[config.mk]
export PLATFORM = sky130hd
export DESIGN_NAME = motion_controller_command_builder
export DESIGN_NICKNAME = d
export VERILOG_FILES = /design/src/hw/rtl/mccb_pkg.sv /design/src/hw/rtl/motion_controller_command_builder.sv
export SDC_FILE = /design/constraint.sdc
export NUM_CORES = 1
export LEC_CHECK = 0
export ABC_CLOCK_PERIOD_IN_PS = 11800
export BUFFER_PORTS_ARGS = -buffer_cell sky130_fd_sc_hd__buf_2
export CAP_MARGIN = 20
export CORE_ASPECT_RATIO = 1.25
export CORE_MARGIN = 4
export CORE_UTILIZATION = 45
export CTS_CLUSTER_DIAMETER = 40
export DETAILED_ROUTE_END_ITERATION = 12
export GPL_TIMING_DRIVEN = 0
export SYNTH_ARGS = -nofsm -noshare
export SYNTH_HDL_FRONTEND = slang
export SYNTH_SLANG_ARGS = --single-unit
[constraint.sdc]
create_clock -name clk -period 11.8 [get_ports clk]
set_clock_uncertainty 0.2 [all_clocks]
set_input_delay 0.59 -clock clk [delete_from_list [all_inputs] [get_ports clk]]
set_output_delay 0.59 -clock clk [all_outputs]
set_load 0.05 [all_outputs]
[src/hw/rtl/mccb_pkg.sv]
// ----------------------------------------------------------------------------
// mccb_pkg
// Shared types and constants for the motion controller command builder:
// item kinds, link states, special actions and the pot direction table.
// ----------------------------------------------------------------------------
package mccb_pkg;

	typedef logic [1:0] kind_t;
	typedef logic [1:0] link_t;
	typedef logic [1:0] action_t;
	typedef logic [1:0] phase_t;

	localparam kind_t KIND_TICK    = 2'd0;
	localparam kind_t KIND_TIMEOUT = 2'd1;
	localparam kind_t KIND_UNPAIR  = 2'd2;
	localparam kind_t KIND_NONE    = 2'd3;

	localparam link_t LINK_UNPAIRED = 2'd0;
	localparam link_t LINK_OTHER    = 2'd3;

	localparam action_t ACT_NONE   = 2'd0;
	localparam action_t ACT_BRAKE  = 2'd1;
	localparam action_t ACT_UNPAIR = 2'd2;

	localparam phase_t PHASE_FIRST = 2'd0;
	localparam phase_t PHASE_BACK  = 2'd1;
	localparam phase_t PHASE_FINAL = 2'd2;

	// register indexes on the configuration port
	localparam logic [2:0] REG_POSITIVE_CAP = 3'd0;
	localparam logic [2:0] REG_NEGATIVE_CAP = 3'd1;
	localparam logic [2:0] REG_DEAD_ZONE    = 3'd2;
	localparam logic [2:0] REG_FIRST_SHAKE  = 3'd3;
	localparam logic [2:0] REG_BACK_SHAKE   = 3'd4;
	localparam logic [2:0] REG_FINAL_SHAKE  = 3'd5;

	localparam logic [14:0] POSITIVE_CAP_RST = 15'd18000;
	localparam logic [15:0] NEGATIVE_CAP_RST = 16'd15000;
	localparam logic [6:0]  DEAD_ZONE_RST    = 7'd25;
	localparam logic [14:0] FIRST_SHAKE_RST  = 15'd16000;
	localparam logic [15:0] BACK_SHAKE_RST   = 16'd12000;
	localparam logic [14:0] FINAL_SHAKE_RST  = 15'd12000;

	// quantize the pot reading into one of eleven direction steps
	function automatic logic signed [7:0] pot_direction(input logic [11:0] pot);
		logic signed [7:0] d;
		priority if (pot < 12'd582)  d = -8'sd128;
		else if (pot < 12'd653)  d = -8'sd102;
		else if (pot < 12'd718)  d = -8'sd77;
		else if (pot < 12'd759)  d = -8'sd51;
		else if (pot < 12'd829)  d = -8'sd26;
		else if (pot < 12'd935)  d = 8'sd0;
		else if (pot < 12'd1186) d = 8'sd25;
		else if (pot < 12'd1606) d = 8'sd51;
		else if (pot < 12'd2216) d = 8'sd76;
		else if (pot < 12'd3014) d = 8'sd102;
		else d = 8'sd127;
		return d;
	endfunction

	// active-low selector pins to selector number
	function automatic logic [2:0] selector_number(input logic [3:0] pins);
		logic [2:0] n;
		priority if (!pins[0]) n = 3'd1;
		else if (!pins[1]) n = 3'd0;
		else if (!pins[2]) n = 3'd3;
		else if (!pins[3]) n = 3'd2;
		else n = 3'd5;
		return n;
	endfunction

endpackage

[src/hw/rtl/motion_controller_command_builder.sv]
// Flow: an accepted item passes PREP, then DIV (measured items only), then FIN, where its
// word is loaded into the output register once that register is empty or being taken.
// Items are taken only in IDLE, after the previous word is loaded; the divider has 7 steps.
// Reset: arst_n clears control state, shake detector, team latch and loads register defaults.
// ----------------------------------------------------------------------------
// motion_controller_command_builder
// Builds one command word per input word: shake detection, team/unpair handling,
// clamped speed scaled through a bit-serial restoring divider, pot direction.
// ----------------------------------------------------------------------------
module motion_controller_command_builder (
	input  logic              clk,
	input  logic              arst_n,
	// configuration
	input  logic              cfg_we,
	input  logic [2:0]        cfg_index,
	input  logic [15:0]       cfg_data,
	// input channel
	input  logic              in_valid,
	output logic              in_ready,
	input  logic [1:0]        kind,
	input  logic [15:0]       gyro_y_raw,
	input  logic [15:0]       accel_z_raw,
	input  logic [11:0]       pot_level,
	input  logic [1:0]        link_state,
	input  logic              team_pin,
	input  logic [3:0]        selector_pins,
	// output channel
	output logic              out_valid,
	input  logic              out_ready,
	output logic              measured,
	output logic signed [7:0] speed,
	output logic signed [7:0] direction,
	output logic [1:0]        special_action,
	output logic              hook_shake,
	output logic              restart_window,
	output logic [7:0]        request_byte
);

	localparam logic [1:0] ST_IDLE = 2'd0;
	localparam logic [1:0] ST_PREP = 2'd1;
	localparam logic [1:0] ST_DIV  = 2'd2;
	localparam logic [1:0] ST_FIN  = 2'd3;

	// configuration registers
	logic [14:0] pos_cap_q;
	logic [15:0] neg_cap_q;
	logic [6:0]  dead_zone_q;
	logic [14:0] first_lvl_q;
	logic [15:0] back_lvl_q;
	logic [14:0] final_lvl_q;

	// block state
	logic                 armed_q;
	mccb_pkg::phase_t     phase_q;
	logic                 unpair_q;
	logic                 team_q;
	logic [1:0]           state_q;

	// item registers
	logic                 meas_q;
	logic                 hook_q;
	logic                 restart_q;
	mccb_pkg::action_t    action_q;
	logic [7:0]           req_q;
	logic signed [7:0]    dir_q;
	logic [15:0]          zraw_q;

	// divider
	logic [21:0]          rem_q;
	logic [21:0]          dsh_q;
	logic [6:0]           quo_q;
	logic [2:0]           cnt_q;
	logic                 neg_q;
	logic                 zero_q;

	// output register
	logic                 out_valid_q;
	logic                 o_meas_q;
	logic signed [7:0]    o_speed_q;
	logic signed [7:0]    o_dir_q;
	mccb_pkg::action_t    o_action_q;
	logic                 o_hook_q;
	logic                 o_restart_q;
	logic [7:0]           o_req_q;

	// accept-time decode
	logic                 accept;
	logic                 is_meas;
	logic signed [16:0]   gyro;
	mccb_pkg::phase_t     phase_d;
	logic                 unpair_d;
	logic                 team_d;
	logic                 hook_d;
	logic                 restart_d;
	logic                 brake_d;
	mccb_pkg::action_t    action_d;

	// prep-time clamp
	logic signed [16:0]   zs;
	logic [15:0]          mag;
	logic                 mag_neg;
	logic [15:0]          divisor;
	logic [22:0]          prod;

	// divider step and finish
	logic [22:0]          trial;
	logic [6:0]           q_eff;
	logic signed [7:0]    speed_d;
	logic                 load_out;

	assign in_ready = (state_q == ST_IDLE);
	assign accept   = in_valid && in_ready;
	assign is_meas  = armed_q && (kind != mccb_pkg::KIND_UNPAIR) && (kind != mccb_pkg::KIND_NONE);

	// shake detector and team handling for a measured word
	always_comb begin
		gyro      = {1'b0, 16'(16'd0 - gyro_y_raw)};
		gyro      = {gyro[15], gyro[15:0]};
		phase_d   = phase_q;
		unpair_d  = unpair_q;
		team_d    = (link_state == mccb_pkg::LINK_UNPAIRED) ? team_pin : team_q;
		hook_d    = 1'b0;
		restart_d = 1'b0;
		brake_d   = 1'b0;
		if (link_state != mccb_pkg::LINK_OTHER) begin
			unique case (phase_q)
				mccb_pkg::PHASE_FIRST: begin
					if (gyro > $signed({2'b00, first_lvl_q})) begin
						restart_d = 1'b1;
						phase_d   = mccb_pkg::PHASE_BACK;
					end
				end
				mccb_pkg::PHASE_BACK: begin
					if (gyro < -$signed({1'b0, back_lvl_q})) begin
						restart_d = 1'b1;
						phase_d   = mccb_pkg::PHASE_FINAL;
					end else if (kind == mccb_pkg::KIND_TIMEOUT) begin
						phase_d = mccb_pkg::PHASE_FIRST;
					end
				end
				mccb_pkg::PHASE_FINAL: begin
					if (gyro > $signed({2'b00, final_lvl_q})) begin
						if (link_state == mccb_pkg::LINK_UNPAIRED) begin
							hook_d   = 1'b1;
							unpair_d = 1'b0;
						end else begin
							brake_d = 1'b1;
						end
						phase_d = mccb_pkg::PHASE_FIRST;
					end else if (kind == mccb_pkg::KIND_TIMEOUT) begin
						phase_d = mccb_pkg::PHASE_FIRST;
					end
				end
				default: begin
					phase_d = phase_q;
				end
			endcase
		end
		priority if (unpair_d || (team_d != team_pin)) action_d = mccb_pkg::ACT_UNPAIR;
		else if (brake_d) action_d = mccb_pkg::ACT_BRAKE;
		else action_d = mccb_pkg::ACT_NONE;
	end

	// clamp negated z and form magnitude * 127
	always_comb begin
		zs = {1'b0, 16'(16'd0 - zraw_q)};
		zs = {zs[15], zs[15:0]};
		priority if (zs > $signed({2'b00, pos_cap_q})) begin
			mag     = {1'b0, pos_cap_q};
			mag_neg = 1'b0;
		end else if (zs < -$signed({1'b0, neg_cap_q})) begin
			mag     = neg_cap_q;
			mag_neg = 1'b1;
		end else if (zs[16]) begin
			mag     = 16'(-zs);
			mag_neg = 1'b1;
		end else begin
			mag     = zs[15:0];
			mag_neg = 1'b0;
		end
		divisor = mag_neg ? neg_cap_q : {1'b0, pos_cap_q};
		prod    = {mag, 7'd0} - {7'd0, mag};
	end

	always_comb begin
		trial    = {1'b0, rem_q} - {1'b0, dsh_q};
		q_eff    = zero_q ? 7'd0 : quo_q;
		if (q_eff < dead_zone_q) begin
			speed_d = 8'sd0;
		end else if (neg_q) begin
			speed_d = $signed({1'b0, q_eff});
		end else begin
			speed_d = -$signed({1'b0, q_eff});
		end
		load_out = (state_q == ST_FIN) && (!out_valid_q || out_ready);
	end

	// configuration registers
	always_ff @(posedge clk or negedge arst_n) begin
		if (!arst_n) begin
			pos_cap_q   <= mccb_pkg::POSITIVE_CAP_RST;
			neg_cap_q   <= mccb_pkg::NEGATIVE_CAP_RST;
			dead_zone_q <= mccb_pkg::DEAD_ZONE_RST;
			first_lvl_q <= mccb_pkg::FIRST_SHAKE_RST;
			back_lvl_q  <= mccb_pkg::BACK_SHAKE_RST;
			final_lvl_q <= mccb_pkg::FINAL_SHAKE_RST;
		end else if (cfg_we) begin
			unique case (cfg_index)
				mccb_pkg::REG_POSITIVE_CAP: pos_cap_q   <= cfg_data[14:0];
				mccb_pkg::REG_NEGATIVE_CAP: neg_cap_q   <= cfg_data;
				mccb_pkg::REG_DEAD_ZONE:    dead_zone_q <= cfg_data[6:0];
				mccb_pkg::REG_FIRST_SHAKE:  first_lvl_q <= cfg_data[14:0];
				mccb_pkg::REG_BACK_SHAKE:   back_lvl_q  <= cfg_data;
				mccb_pkg::REG_FINAL_SHAKE:  final_lvl_q <= cfg_data[14:0];
				default: begin
				end
			endcase
		end
	end

	// control: accept, divide, hand off
	always_ff @(posedge clk or negedge arst_n) begin
		if (!arst_n) begin
			state_q     <= ST_IDLE;
			armed_q     <= 1'b0;
			phase_q     <= mccb_pkg::PHASE_FIRST;
			unpair_q    <= 1'b0;
			team_q      <= 1'b0;
			meas_q      <= 1'b0;
			cnt_q       <= 3'd0;
			out_valid_q <= 1'b0;
		end else begin
			unique case (state_q)
				ST_IDLE: begin
					if (accept) begin
						armed_q <= 1'b1;
						meas_q  <= is_meas;
						state_q <= ST_PREP;
						if (armed_q && kind == mccb_pkg::KIND_UNPAIR) begin
							unpair_q <= 1'b1;
						end
						if (is_meas) begin
							phase_q  <= phase_d;
							unpair_q <= unpair_d;
							team_q   <= team_d;
						end
					end
				end
				ST_PREP: begin
					cnt_q   <= 3'd6;
					state_q <= meas_q ? ST_DIV : ST_FIN;
				end
				ST_DIV: begin
					cnt_q <= cnt_q - 3'd1;
					if (cnt_q == 3'd0) begin
						state_q <= ST_FIN;
					end
				end
				ST_FIN: begin
					if (load_out) begin
						state_q <= ST_IDLE;
					end
				end
				default: begin
					state_q <= ST_IDLE;
				end
			endcase
			if (load_out) begin
				out_valid_q <= 1'b1;
			end else if (out_ready) begin
				out_valid_q <= 1'b0;
			end
		end
	end

	// payload: item fields and divider datapath
	always_ff @(posedge clk) begin
		if (accept) begin
			hook_q    <= hook_d;
			restart_q <= restart_d;
			action_q  <= action_d;
			req_q     <= {team_d, 4'd0, mccb_pkg::selector_number(selector_pins)};
			dir_q     <= mccb_pkg::pot_direction(pot_level);
			zraw_q    <= accel_z_raw;
		end
		if (state_q == ST_PREP) begin
			rem_q  <= prod[21:0];
			dsh_q  <= {divisor, 6'd0};
			neg_q  <= mag_neg;
			zero_q <= (mag == 16'd0);
			quo_q  <= 7'd0;
		end
		if (state_q == ST_DIV) begin
			// one quotient bit per cycle, divisor walks right
			if (!trial[22]) begin
				rem_q <= trial[21:0];
			end
			quo_q <= {quo_q[5:0], !trial[22]};
			dsh_q <= {1'b0, dsh_q[21:1]};
		end
		if (load_out) begin
			o_meas_q    <= meas_q;
			o_speed_q   <= meas_q ? speed_d : 8'sd0;
			o_dir_q     <= meas_q ? dir_q : 8'sd0;
			o_action_q  <= meas_q ? action_q : mccb_pkg::ACT_NONE;
			o_hook_q    <= meas_q && hook_q;
			o_restart_q <= meas_q && restart_q;
			o_req_q     <= meas_q ? req_q : 8'd0;
		end
	end

	assign out_valid      = out_valid_q;
	assign measured       = o_meas_q;
	assign speed          = o_speed_q;
	assign direction      = o_dir_q;
	assign special_action = o_action_q;
	assign hook_shake     = o_hook_q;
	assign restart_window = o_restart_q;
	assign request_byte   = o_req_q;

endmodule
==> impl_metrics.json <==
{
  "status": "completed",
  "die_area_sq_mm": 0.0349,
  "grt_max_degree": 66,
  "ys_seq_elements": 204,
  "worst_slack_ps": 4860,
  "syn_to_final_growth_pct": 16.5,
  "min_period_over_period": 0.588,
  "p_total_mw": 4.37,
  "cts_tree": "yes",
  "max_slew.worst_pin.slew_ps": 904,
  "required_ps": 12020,
  "cp.buffers_inverters": 2,
  "gp_congestion": 0.915,
  "layout_commonest_cell": "nand2_1",
  "core_region_area_sq_mm": 0.0313,
  "grt_pass1_wl_um": 61500,
  "wl_um": 38200,
  "ctsResizeCount": 0,
  "grt_overflow_total": 0,
  "hold_violations": 0,
  "avgSynthCellArea_sq_um": 9.57,
  "crit_slowest_cell": "xor2_1",
  "synth-adder-area-share": 0.107,
  "yosysUniqueCellTypes": 97,
  "slew-limit-headroom": 0.389,
  "crit_top_cell": "ha_1",
  "clk_latency_ps": 570,
  "ant_nets": 0,
  "critPathKind": "register to register",
  "clock_path_buffers": 3,
  "clock.fmax_mhz": 144,
  "fill_cells": 2853,
  "vias_per_cell": 5.55,
  "grtUsageTotal": 0.215,
  "antenna_found_initial": 0,
  "synth_area_sq_mm": 0.0144,
  "cts_sinks": 204,
  "synth_cells": 1502,
  "arrival_ps": 7160,
  "dr.pass1.iters": 6,
  "cts_setup_buffers": 0,
  "initial_core_util": 0.460,
  "fin_crit_ps": 6940,
  "rsz0062_at_grt": "no",
  "crit_path_end_kind": "register",
  "fin_nets": 1858,
  "hp-class": "input pin to register",
  "synth_edf_count": 85,
  "row_count": 72,
  "numCtsBuffers": 31,
  "yosysSeqAreaShare": 0.380,
  "synthSimpleGateAreaFrac": 0.169,
  "cp_slowest_stage_delay_ps": 730,
  "cap_violations": 0,
  "cts_root_buf": "clkbuf_16",
  "hold_buffers": 17,
  "synth_warnings": 0,
  "dr_total_vias": 11600,
  "synth_top_family_by_area": "simple AND/OR/NAND/NOR gates",
  "ir_drop_uv": 165,
  "grt_pass1_vias": 11700,
  "drv_slew": 0,
  "portBuffers": 99,
  "dpl.hpwl_um": 29000,
  "crit_path_start_kind": "register",
  "synth.area.mux_share": 0.0653,
  "synth-compound-area-share": 0.158,
  "setup_tns_ps": 0,
  "critical_path.top_delay_family": "compound AO/OA/AOI/OAI gates",
  "num_antenna_cells": 0,
  "die-width_um": 168,
  "dp_slack_ps": 4920,
  "final_cell_mix": "nand2_1 (144), inv_1 (123), ha_1 (121)",
  "setup_viol_count_final": 0,
  "synth_xor_area_frac": 0.0688,
  "synth_flop_cell": "edfxtp_1",
  "drcViolationCount": 0,
  "num_io_pins": 108,
  "async_flop_share": 0.471,
  "cp_max_fo": 9,
  "wl_per_cell_um": 18.3,
  "p_leak_nw": 7.08,
  "cellPowerDensity_mw_per_mm2": 261,
  "die_height_um": 208,
  "clkTransAtPathRegs_ps": 60,
  "drt_iter0_drc": 563,
  "drive_above_1_share": 0.191,
  "htree_levels": 1
}
[cells in the mapped netlist, drive strengths merged, types with 4 or more instances]
library cell / count / share of area
o31ai: 16 / 0.010
buf: 18 / 0.0088
o221ai: 6 / 0.0041
nor4b: 5 / 0.0035
a311oi: 6 / 0.0062
clkbuf: 39 / 0.010
xor2: 47 / 0.029
nor3b: 4 / 0.0024
a211oi: 12 / 0.0063
dfrtp: 61 / 0.11
xnor2: 65 / 0.040
a211o: 6 / 0.0037
nor2: 103 / 0.028
nand2b: 20 / 0.0087
or3: 8 / 0.0035
mux2: 62 / 0.049
nor3: 36 / 0.013
o22ai: 5 / 0.0026
o211ai: 16 / 0.0084
or4: 6 / 0.0039
o221a: 4 / 0.0031
o21a: 22 / 0.011
a31oi: 12 / 0.0073
a21oi: 52 / 0.019
ha: 121 / 0.11
o21ai: 94 / 0.033
nand4: 19 / 0.0083
o31a: 8 / 0.0051
inv: 123 / 0.032
nand3b: 9 / 0.0047
nor2b: 25 / 0.011
nand3: 28 / 0.0098
dfxtp: 23 / 0.032
edfxtp: 85 / 0.18
or2: 5 / 0.0022
mux2i: 24 / 0.017
nand2: 145 / 0.038
nor4: 18 / 0.010
dfstp: 35 / 0.064
a21o: 23 / 0.012
and2: 32 / 0.014
and3: 5 / 0.0022
[final cells by class]
class / instances / area (sq um) / area share
timing repair buffer: 121 / 763 / 0.0456
tap: 407 / 509 / 0.0304
sequential: 204 / 5460 / 0.326
multi-input combinational: 1120 / 8180 / 0.488
inverter: 124 / 465 / 0.0278
buffer: 57 / 278 / 0.0166
clock buffer: 41 / 908 / 0.0542
clock inverter: 17 / 183 / 0.0109
[logic make-up (layout without fill, tap and decap cells)]
logic type | Yosys count | after routing
AND/OR/NAND/NOR | 477 | 477
AO/OA/AOI/OAI | 319 | 319
flip-flops | 204 | 204
buffers and inverters | 181 | 360
adder cells (fa/ha/maj) | 122 | 122
XOR/XNOR | 112 | 112
multiplexers | 86 | 86
other | 1 | 4
[sequential cells by signal, summed over array words and instances (netlist names), 3 cells and up]
name and cells:
dead_zone_q 7, request_byte 4, speed 8, req_q 4
pos_cap_q 15, neg_cap_q 16, dir_q 7, quo_q 7
back_lvl_q 16, dsh_q 22, cnt_q 3, first_lvl_q 15
final_lvl_q 15, rem_q 22, direction 7, zraw_q 16
[metrics by stage]
step                instances  cell area (sq um)  hold WS, ps   util
detailed placement       2016              15500          280  0.495
global placement         2011              15400          277  0.492
finish                   2091              16700         50.7  0.536
CTS                      2091              16700         21.5  0.536
global route             2091              16700         43.8  0.536
floorplan                1505              14400         94.4      -
[where the power goes]
part	internal, mW	switching, mW
clock	0.578	0.366
sequential	1.04	0.150
combinational	0.886	1.34
total	2.51	1.86
[metal layers]
layer,routed length (um),vias up,global-route usage
met4,1420,0,0.0803
li1,-,5707,-
met1,16400,5527,0.277
met2,18500,282,0.367
met3,1850,83,0.0322
met5,0,-,0
[path summary, 6_finish.rpt]
path / startpoint / to / slack (ps) / cells after the start
min: kind[1] / meas_q$_DFFE_PN0P_ / 50 / 2
max in group asynchronous: arst_n / first_lvl_q[9]$_DFFE_PN1P_ / 10360 / 3
max: zraw_q[0]$_DFFE_PP_ / rem_q[20]$_DFF_P_ / 4860 / 25
max reg2reg: zraw_q[0]$_DFFE_PP_ / rem_q[20]$_DFF_P_ / 4860 / 25
min in group asynchronous: arst_n / final_lvl_q[12]$_DFFE_PN0P_ / 320 / 2
min reg2reg: dsh_q[21]$_SDFFE_PP0N_ / dsh_q[21]$_SDFFE_PP0N_ / 300 / 2
(Power assumes the default switching activity.)
